`config.mk`:
```
export PLATFORM = sky130hd
export DESIGN_NAME = periodic_task_tick_scheduler
export DESIGN_NICKNAME = d
export VERILOG_FILES = /design/src/hw/rtl/ptts_pkg.sv /design/src/hw/rtl/ptts_ctrl.sv /design/src/hw/rtl/ptts_dp.sv /design/src/hw/rtl/periodic_task_tick_scheduler.sv
export SDC_FILE = /design/constraint.sdc
export NUM_CORES = 1
export LEC_CHECK = 0
export CAP_MARGIN = 0
export CORE_ASPECT_RATIO = 0.9
export CORE_MARGIN = 2
export CORE_UTILIZATION = 57
export CTS_CLUSTER_SIZE = 12
export DETAILED_ROUTE_END_ITERATION = 12
export DONT_BUFFER_PORTS = 1
export GPL_TIMING_DRIVEN = 1
export PLACE_DENSITY = 0.75
export SLEW_MARGIN = 10
export SYNTH_ARGS = -nofsm -noshare
export SYNTH_HDL_FRONTEND = slang
export SYNTH_SLANG_ARGS = --single-unit
```
`constraint.sdc`:
```
create_clock -name clk -period 4.6 [get_ports clk]
set_clock_uncertainty 0.1 [all_clocks]
set_input_delay 0.46 -clock clk [delete_from_list [all_inputs] [get_ports clk]]
set_output_delay 0.46 -clock clk [all_outputs]
set_load 0.02 [all_outputs]
```
`src/hw/rtl/ptts_pkg.sv`:
```
`timescale 1ns / 1ps
// ----------------------------------------------------------------------------
// ptts_pkg
// Types, command codes and constants shared by the tick task scheduler.
// ----------------------------------------------------------------------------
package ptts_pkg;

  localparam int TASK_SLOTS_DEF = 8;
  localparam int PERIOD_W       = 16;
  localparam int TICK_W         = 16;
  localparam int HANDLE_W       = 8;
  localparam int FIRED_W        = 8;
  localparam int NEW_HANDLE_W   = 3;

  typedef enum logic [1:0] {
    CMD_TICK  = 2'd0,
    CMD_REG   = 2'd1,
    CMD_SETEN = 2'd2,
    CMD_CLEAR = 2'd3
  } ptts_cmd_t;

  typedef struct packed {
    logic [1:0]                 cmd;
    logic [PERIOD_W-1:0]        period;
    logic signed [HANDLE_W-1:0] handle;
    logic                       enable;
  } ptts_in_t;

  typedef struct packed {
    logic [FIRED_W-1:0]      fired_mask;
    logic [NEW_HANDLE_W-1:0] new_handle;
    logic                    ok;
    logic [TICK_W-1:0]       tick_count;
  } ptts_out_t;

  // controller to datapath
  typedef struct packed {
    logic load_item;
    logic exec;
    logic scan;
    logic push;
  } ptts_ctl_t;

  // datapath to controller
  typedef struct packed {
    logic is_tick;
    logic scan_done;
  } ptts_sts_t;

endpackage

```
`src/hw/rtl/ptts_ctrl.sv`:
```
`timescale 1ns / 1ps
// ----------------------------------------------------------------------------
// ptts_ctrl
// Sequencer: accepts an item, runs the command and, for a tick, the slot
// scan, then hands the result to the output register.
// ----------------------------------------------------------------------------
module ptts_ctrl
  import ptts_pkg::*;
(
  input  logic      clk,
  input  logic      rst_n,
  input  logic      in_valid,
  output logic      in_stall,
  output logic      out_valid,
  input  logic      out_stall,
  input  ptts_sts_t sts,
  output ptts_ctl_t ctl
);

  typedef enum logic [1:0] {
    S_IDLE,
    S_EXEC,
    S_SCAN,
    S_PUSH
  } state_t;

  state_t state_r;
  state_t state_nxt;
  logic   out_valid_r;
  logic   out_valid_nxt;
  logic   can_push;

  assign can_push = !out_valid_r || !out_stall;

  always_comb begin
    state_nxt     = state_r;
    out_valid_nxt = out_valid_r && out_stall;
    ctl           = '0;
    case (state_r)
      S_IDLE: begin
        ctl.load_item = in_valid;
        if (in_valid) begin
          state_nxt = S_EXEC;
        end
      end
      S_EXEC: begin
        ctl.exec  = 1'b1;
        state_nxt = sts.is_tick ? S_SCAN : S_PUSH;
      end
      S_SCAN: begin
        ctl.scan = 1'b1;
        if (sts.scan_done) begin
          state_nxt = S_PUSH;
        end
      end
      S_PUSH: begin
        if (can_push) begin
          ctl.push      = 1'b1;
          out_valid_nxt = 1'b1;
          state_nxt     = S_IDLE;
        end
      end
      default: begin
        state_nxt = S_IDLE;
      end
    endcase
  end

  always_ff @(posedge clk) begin
    if (!rst_n) begin
      state_r     <= S_IDLE;
      out_valid_r <= 1'b0;
    end else begin
      state_r     <= state_nxt;
      out_valid_r <= out_valid_nxt;
    end
  end

  assign in_stall  = (state_r != S_IDLE);
  assign out_valid = out_valid_r;

endmodule

```
`src/hw/rtl/ptts_dp.sv`:
```
`timescale 1ns / 1ps
// ----------------------------------------------------------------------------
// ptts_dp
// Slot table, tick counter and result registers; the slot scan reads one
// entry a cycle and writes it back in the next.
// ----------------------------------------------------------------------------
module ptts_dp
  import ptts_pkg::*;
#(
  parameter int TASK_SLOTS = TASK_SLOTS_DEF
) (
  input  logic      clk,
  input  logic      rst_n,
  input  ptts_in_t  in_data,
  output ptts_out_t out_data,
  input  ptts_ctl_t ctl,
  output ptts_sts_t sts
);

  localparam int SLOT_W = (TASK_SLOTS > 1) ? $clog2(TASK_SLOTS) : 1;
  localparam int CNT_W  = $clog2(TASK_SLOTS + 1);
  localparam int ENT_W  = 2 * PERIOD_W;

  // entry is {period, countdown}
  logic [ENT_W-1:0]        slot_mem [TASK_SLOTS];

  ptts_in_t                item_r;
  logic [CNT_W-1:0]        used_r;
  logic [TASK_SLOTS-1:0]   en_r;
  logic [TICK_W-1:0]       ticks_r;
  logic [CNT_W-1:0]        scan_idx_r;
  logic                    pipe_vld_r;
  logic [SLOT_W-1:0]       pipe_idx_r;
  logic [ENT_W-1:0]        rd_q_r;
  logic [FIRED_W-1:0]      fired_r;
  logic [NEW_HANDLE_W-1:0] newh_r;
  logic                    ok_r;
  ptts_out_t               out_r;

  logic                    reg_ok;
  logic                    set_ok;
  logic [HANDLE_W-1:0]     hraw;
  logic                    rd_en;
  logic [PERIOD_W-1:0]     wb_p;
  logic [PERIOD_W-1:0]     wb_cd;
  logic [PERIOD_W-1:0]     wb_dec;
  logic                    wb_en;
  logic                    wb_fire;
  logic [FIRED_W-1:0]      fire_bits;
  logic                    mem_we;
  logic [SLOT_W-1:0]       mem_wa;
  logic [ENT_W-1:0]        mem_wd;

  assign hraw   = item_r.handle;
  assign reg_ok = (item_r.cmd == CMD_REG) && (item_r.period != '0) &&
                  (used_r < CNT_W'(TASK_SLOTS));
  // negative handles are ignored
  assign set_ok = (item_r.cmd == CMD_SETEN) && !hraw[HANDLE_W-1] &&
                  (hraw < HANDLE_W'(used_r));

  assign rd_en = ctl.scan && (scan_idx_r < used_r);

  assign wb_p    = rd_q_r[ENT_W-1:PERIOD_W];
  assign wb_cd   = rd_q_r[PERIOD_W-1:0];
  assign wb_dec  = (wb_cd != '0) ? wb_cd - 1'b1 : wb_cd;
  assign wb_en   = pipe_vld_r && en_r[pipe_idx_r];
  assign wb_fire = wb_en && (wb_dec == '0);

  always_comb begin
    fire_bits = '0;
    for (int b = 0; b < FIRED_W; b++) begin
      if ((b < TASK_SLOTS) && (pipe_idx_r == SLOT_W'(b))) begin
        fire_bits[b] = wb_fire;
      end
    end
  end

  // scan write-back and register never fall in the same cycle
  always_comb begin
    if (pipe_vld_r) begin
      mem_we = wb_en;
      mem_wa = pipe_idx_r;
      mem_wd = {wb_p, (wb_fire ? wb_p : wb_dec)};
    end else begin
      mem_we = ctl.exec && reg_ok;
      mem_wa = used_r[SLOT_W-1:0];
      mem_wd = {item_r.period, item_r.period};
    end
  end

  always_ff @(posedge clk) begin
    if (mem_we) begin
      slot_mem[mem_wa] <= mem_wd;
    end
    if (rd_en) begin
      rd_q_r <= slot_mem[scan_idx_r[SLOT_W-1:0]];
    end
  end

  always_ff @(posedge clk) begin
    if (!rst_n) begin
      used_r     <= '0;
      en_r       <= '0;
      ticks_r    <= '0;
      scan_idx_r <= '0;
      pipe_vld_r <= 1'b0;
    end else begin
      if (ctl.exec) begin
        scan_idx_r <= '0;
        pipe_vld_r <= 1'b0;
        case (item_r.cmd)
          CMD_TICK: begin
            ticks_r <= ticks_r + 1'b1;
          end
          CMD_REG: begin
            if (reg_ok) begin
              en_r[used_r[SLOT_W-1:0]] <= 1'b1;
              used_r                   <= used_r + 1'b1;
            end
          end
          CMD_SETEN: begin
            if (set_ok) begin
              en_r[hraw[SLOT_W-1:0]] <= item_r.enable;
            end
          end
          CMD_CLEAR: begin
            used_r  <= '0;
            en_r    <= '0;
            ticks_r <= '0;
          end
          default: begin
          end
        endcase
      end else if (ctl.scan) begin
        pipe_vld_r <= rd_en;
        if (rd_en) begin
          scan_idx_r <= scan_idx_r + 1'b1;
        end
      end else begin
        pipe_vld_r <= 1'b0;
      end
    end
  end

  always_ff @(posedge clk) begin
    if (ctl.load_item) begin
      item_r <= in_data;
    end
    if (rd_en) begin
      pipe_idx_r <= scan_idx_r[SLOT_W-1:0];
    end
    if (ctl.exec) begin
      fired_r <= '0;
      newh_r  <= reg_ok ? NEW_HANDLE_W'(used_r) : '0;
      case (item_r.cmd)
        CMD_TICK:  ok_r <= 1'b1;
        CMD_REG:   ok_r <= reg_ok;
        CMD_SETEN: ok_r <= set_ok;
        CMD_CLEAR: ok_r <= 1'b1;
        default:   ok_r <= 1'b0;
      endcase
    end else if (wb_fire) begin
      fired_r <= fired_r | fire_bits;
    end
    if (ctl.push) begin
      out_r.fired_mask <= fired_r;
      out_r.new_handle <= newh_r;
      out_r.ok         <= ok_r;
      out_r.tick_count <= ticks_r;
    end
  end

  assign sts.is_tick   = (item_r.cmd == CMD_TICK);
  assign sts.scan_done = (scan_idx_r == used_r) && !pipe_vld_r;
  assign out_data      = out_r;

endmodule

```
`src/hw/rtl/periodic_task_tick_scheduler.sv`:
```
`timescale 1ns / 1ps
// ----------------------------------------------------------------------------
// periodic_task_tick_scheduler
// Table of periodic tasks: register, enable, clear, and a tick that counts
// every enabled slot down and reports the slots that fired.
// ----------------------------------------------------------------------------
//   channel  dir  handshake          payload
//   in_      in   in_valid/in_stall  ptts_in_t  (cmd, period, handle, enable)
//   out_     out  out_valid/out_stall ptts_out_t (fired_mask, new_handle, ok,
//                                               tick_count)
//
// register, set enable and clear run the execute state, then the push state.
// a tick runs the slot scan between them: the slot table has one read and
// one write port, so the scan visits one slot a cycle, read then write-back,
// and ends once the last write-back has drained.
// synchronous active-low reset empties the table and zeroes the tick count.
// a new item is taken while the previous result waits in the output register;
// a stalled output holds the sequencer only when the next result is ready.
// ----------------------------------------------------------------------------
module periodic_task_tick_scheduler
  import ptts_pkg::*;
#(
  parameter int TASK_SLOTS = TASK_SLOTS_DEF
) (
  input  logic      clk,
  input  logic      rst_n,
  input  logic      in_valid,
  output logic      in_stall,
  input  ptts_in_t  in_data,
  output logic      out_valid,
  input  logic      out_stall,
  output ptts_out_t out_data
);

  ptts_ctl_t ctl;
  ptts_sts_t sts;

  ptts_ctrl u_ctrl (
    .clk       (clk),
    .rst_n     (rst_n),
    .in_valid  (in_valid),
    .in_stall  (in_stall),
    .out_valid (out_valid),
    .out_stall (out_stall),
    .sts       (sts),
    .ctl       (ctl)
  );

  ptts_dp #(
    .TASK_SLOTS (TASK_SLOTS)
  ) u_dp (
    .clk      (clk),
    .rst_n    (rst_n),
    .in_data  (in_data),
    .out_data (out_data),
    .ctl      (ctl),
    .sts      (sts)
  );

endmodule
```
==> impl_metrics.tcl <==
set metrics [dict create \
    drive_gt1_share_pct 20.9 \
    grt_use_met1_pct 34.8 \
    grt_max_degree 69 \
    peakVddDrop_mv 0.380 \
    ctsHtreeMaxLevel 2 \
    fin_cells 1409 \
    clock_path_buffers 3 \
    ys_warn_count 0 \
    pwr_density_cell_nw_per_um2 444 \
    dp_slack_ns 0.479 \
    nFillCells 1861 \
    cellLeakagePower_uw 0.00582 \
    crit_fanout 20 \
    cts_resized 0 \
    met2_usage_pct 36.6 \
    worst_pin_slew_ns 1.01 \
    synth_edf_count 350 \
    cp.required_ns 4.71 \
    synth_area_leaders "edfxtp_1 64%, mux4_2 9.1%, dfxtp_1 5.4%" \
    drt_iter0_markers 847 \
    slowest_delay_ns 0.88 \
    hold_slack_ns 0.0642 \
    postSynthAreaPerCell_um2 16.7 \
    fmax_ghz 0.239 \
    antenna_found_initial 0 \
    wirelength_mm 34.0 \
    worst_slack_ns 0.411 \
    drc 0 \
    viasPerCell 6.28 \
    portBuffers 0 \
    drv_slew 0 \
    row_count 58 \
    grt_pass1_vias 8657 \
    cp.arrival_ns 4.30 \
    grt_usage_pct 23.3 \
    coreArea_um2 28100 \
    startpoint_type "flop" \
    tns_ns 0 \
    clk_pin_slew_ns 0.06 \
    synth_top_cell_by_area "edfxtp_1" \
    diodes 0 \
    grt-ovfl-total 0 \
    setup_viol 0 \
    grt_pass1_wl_mm 51.9 \
    syn_area_um2 16300 \
    rsz0062_at_grt "no" \
    slew_headroom_pct 32.5 \
    die_h_um 165 \
    hold_viol 0 \
    crit_chain "inv_1 > ha_1 > or4b_2 > nor4_4 > buf_4 > mux2i_1 > nor4b_4 > nand2_2 > o31ai_1" \
    area_delta_synth_final_pct 12.1 \
    root_buffer "clkbuf_16" \
    drv_cap 0 \
    cts-buffers-inserted 40 \
    clock_latency_ns 0.54 \
    postCtsSetupRepairBufs 0 \
    yosysSeqAreaShare_pct 69.7 \
    post-route-period-util_pct 91.1 \
    design_area_um2 18300 \
    initial_core_util_pct 58.2 \
    worst_path_max_delay_cell "o31ai_1" \
    synth_top_area_share_pct 64.3 \
    ios 61 \
    worst-setup-path-type "flop to flop" \
    cts_tree "done" \
    post_synth_num_cell_types 57 \
    yosys_most_used_dff "edfxtp_1" \
    gp_congestion 0.929 \
    die_x_um 183 \
    routedWlPerCell_um 24.1 \
    dp.cells 1316 \
    cts.sink_count 394 \
    yosys_register_bits 394 \
    min_period_ns 4.19 \
    status "finished, final reports clean" \
    ys_async_sr_fraction_pct 0 \
    endpoint_kind "flop" \
    ant_nets 0 \
    dieArea_um2 30100 \
    vias 8847 \
    grt-busiest-layer "met2" \
    netlist_instances 978 \
    firstDrtPassIters 5 \
    hold_class "input port to flop" \
    use_met3_pct 4.23 \
    dp_hpwl_mm 19.0 \
    fin_nets 1080 \
    placed_cell_area_um2 16900 \
    synth_fp_nets 1031 \
]
registers in the layout, summed over array words and instances (netlist names):
name / cells
u_dp.slot_mem: 256
u_dp.rd_q_r: 32
u_dp.out_data: 28
u_dp.item_r: 19
u_dp.ticks_r: 16
u_dp.en_r: 8
u_dp.fired_r: 8
u_dp.hraw: 8
u_dp.scan_idx_r: 4
u_dp.used_r: 4
u_dp.newh_r: 3
u_dp.pipe_idx_r: 3
u_ctrl.state_r: 2
u_ctrl.out_valid: 1
u_dp.ok_r: 1
u_dp.pipe_vld_r: 1
synth_stat cells (4+ instances only):
| master | n |
|---|---|
| edfxtp_1 | 350 |
| mux4_2 | 66 |
| nor2_1 | 62 |
| mux2_2 | 49 |
| dfxtp_1 | 44 |
| nand2_1 | 44 |
| inv_1 | 38 |
| o21ai_0 | 30 |
| clkbuf_1 | 28 |
| ha_1 | 22 |
| mux2i_1 | 18 |
| nand2b_1 | 18 |
| o31ai_1 | 15 |
| xor2_1 | 14 |
| nor3_1 | 13 |
| nor4_1 | 12 |
| a211oi_1 | 10 |
| xnor2_1 | 10 |
| a21oi_1 | 9 |
| buf_1 | 9 |
| nand3_1 | 9 |
| nand4_1 | 8 |
| o41ai_2 | 8 |
| or3_1 | 8 |
| and2_1 | 7 |
| o211ai_1 | 7 |
| o221a_2 | 6 |
| nor2b_1 | 5 |
| nor3b_1 | 5 |
| or2_2 | 5 |
| a31oi_1 | 4 |
| and3_1 | 4 |
| and4_1 | 4 |
| buf_2 | 4 |
| or4_1 | 4 |
per-stage QoR:
stage	total power (uW)	util, %
floorplan	4960	-
global placement	5190	60.1
detailed placement	5220	60.1
CTS	8160	65.3
global route	8410	65.3
finish	8130	65.3
report_power, final:
part,leakage (uW),switching (uW),internal (uW)
logic,0.00174,493,261
clock network,0.000565,1260,1680
registers,0.00352,179,4250
total,0.00582,1930,6190
logic make-up (layout without fill, tap and decap cells):
logic type	after synthesis	count (layout)	share of synthesized area, %
AO/OA/AOI/OAI	107	107	4.94
XOR/XNOR	24	24	1.29
adder cells (fa/ha/maj)	22	22	1.68
buffers and inverters	82	153	1.96
flip-flops	394	394	69.7
multiplexers	133	133	13.6
AND/OR/NAND/NOR	216	216	6.89
worst max-delay path: cells and delay by family (launching register included):
kind | cells | cell delay, ns
buffers and inverters | 2 | 0.34
muxes | 1 | 0.13
and+or+nand+nor | 4 | 1.63
AOI/OAI and AO/OA | 1 | 0.88
DFF | 1 | 0.47
adders and majority gates | 1 | 0.30
layout by cell type (no fill, tap or decap), types with 18 or more instances in the layout:
cell type and n:
ha_1 22, dlygate4sd3_1 29, nand2b_1 18, dfxtp_1 40
mux4_2 66, nor2_1 54, buf_4 19, edfxtp_1 350
clkbuf_16 42, mux2_2 49, mux2i_1 18, o21ai_0 30
inv_1 38, nand2_1 44
worst paths after layout:
kind	startpoint	to	slack (ns)	cells past startpoint
setup / recovery	u_dp.rd_q_r[0]	u_dp.slot_mem[4][6]	0.41	9
hold / removal	rst_n	u_dp.used_r[2]	0.06	2
setup reg to reg	u_dp.rd_q_r[0]	u_dp.slot_mem[4][6]	0.41	9
hold reg to reg	u_dp.newh_r[1]	u_dp.out_data[18]	0.32	0
routing by layer:
metal | part of all wire (%) | routed length (um) | vias to the layer above
li1 | - | - | 3937
met5 | 0 | 0 | -
met4 | 2.1 | 711 | 0
met1 | 44 | 14900 | 4487
met2 | 47 | 16100 | 363
met3 | 6.8 | 2310 | 60
timing repair:
action	in CTS	in global routing
hold buffers	29	0
endpoints found under the setup margin	0	0
hold endpoints to repair	32	0
area by class of cell:
cell class / instances / area, um^2 / area share [%]
Clock inverter: 6 / 41.3 / 0.225
Inverter: 40 / 150 / 0.819
Multi-Input combinational cell: 502 / 4710 / 25.7
Tap cell: 360 / 450 / 2.46
Timing Repair Buffer: 49 / 453 / 2.47
Clock buffer: 58 / 1120 / 6.12
Sequential cell: 394 / 11400 / 62.2
Note: power is estimated with default switching activity, not from simulation.
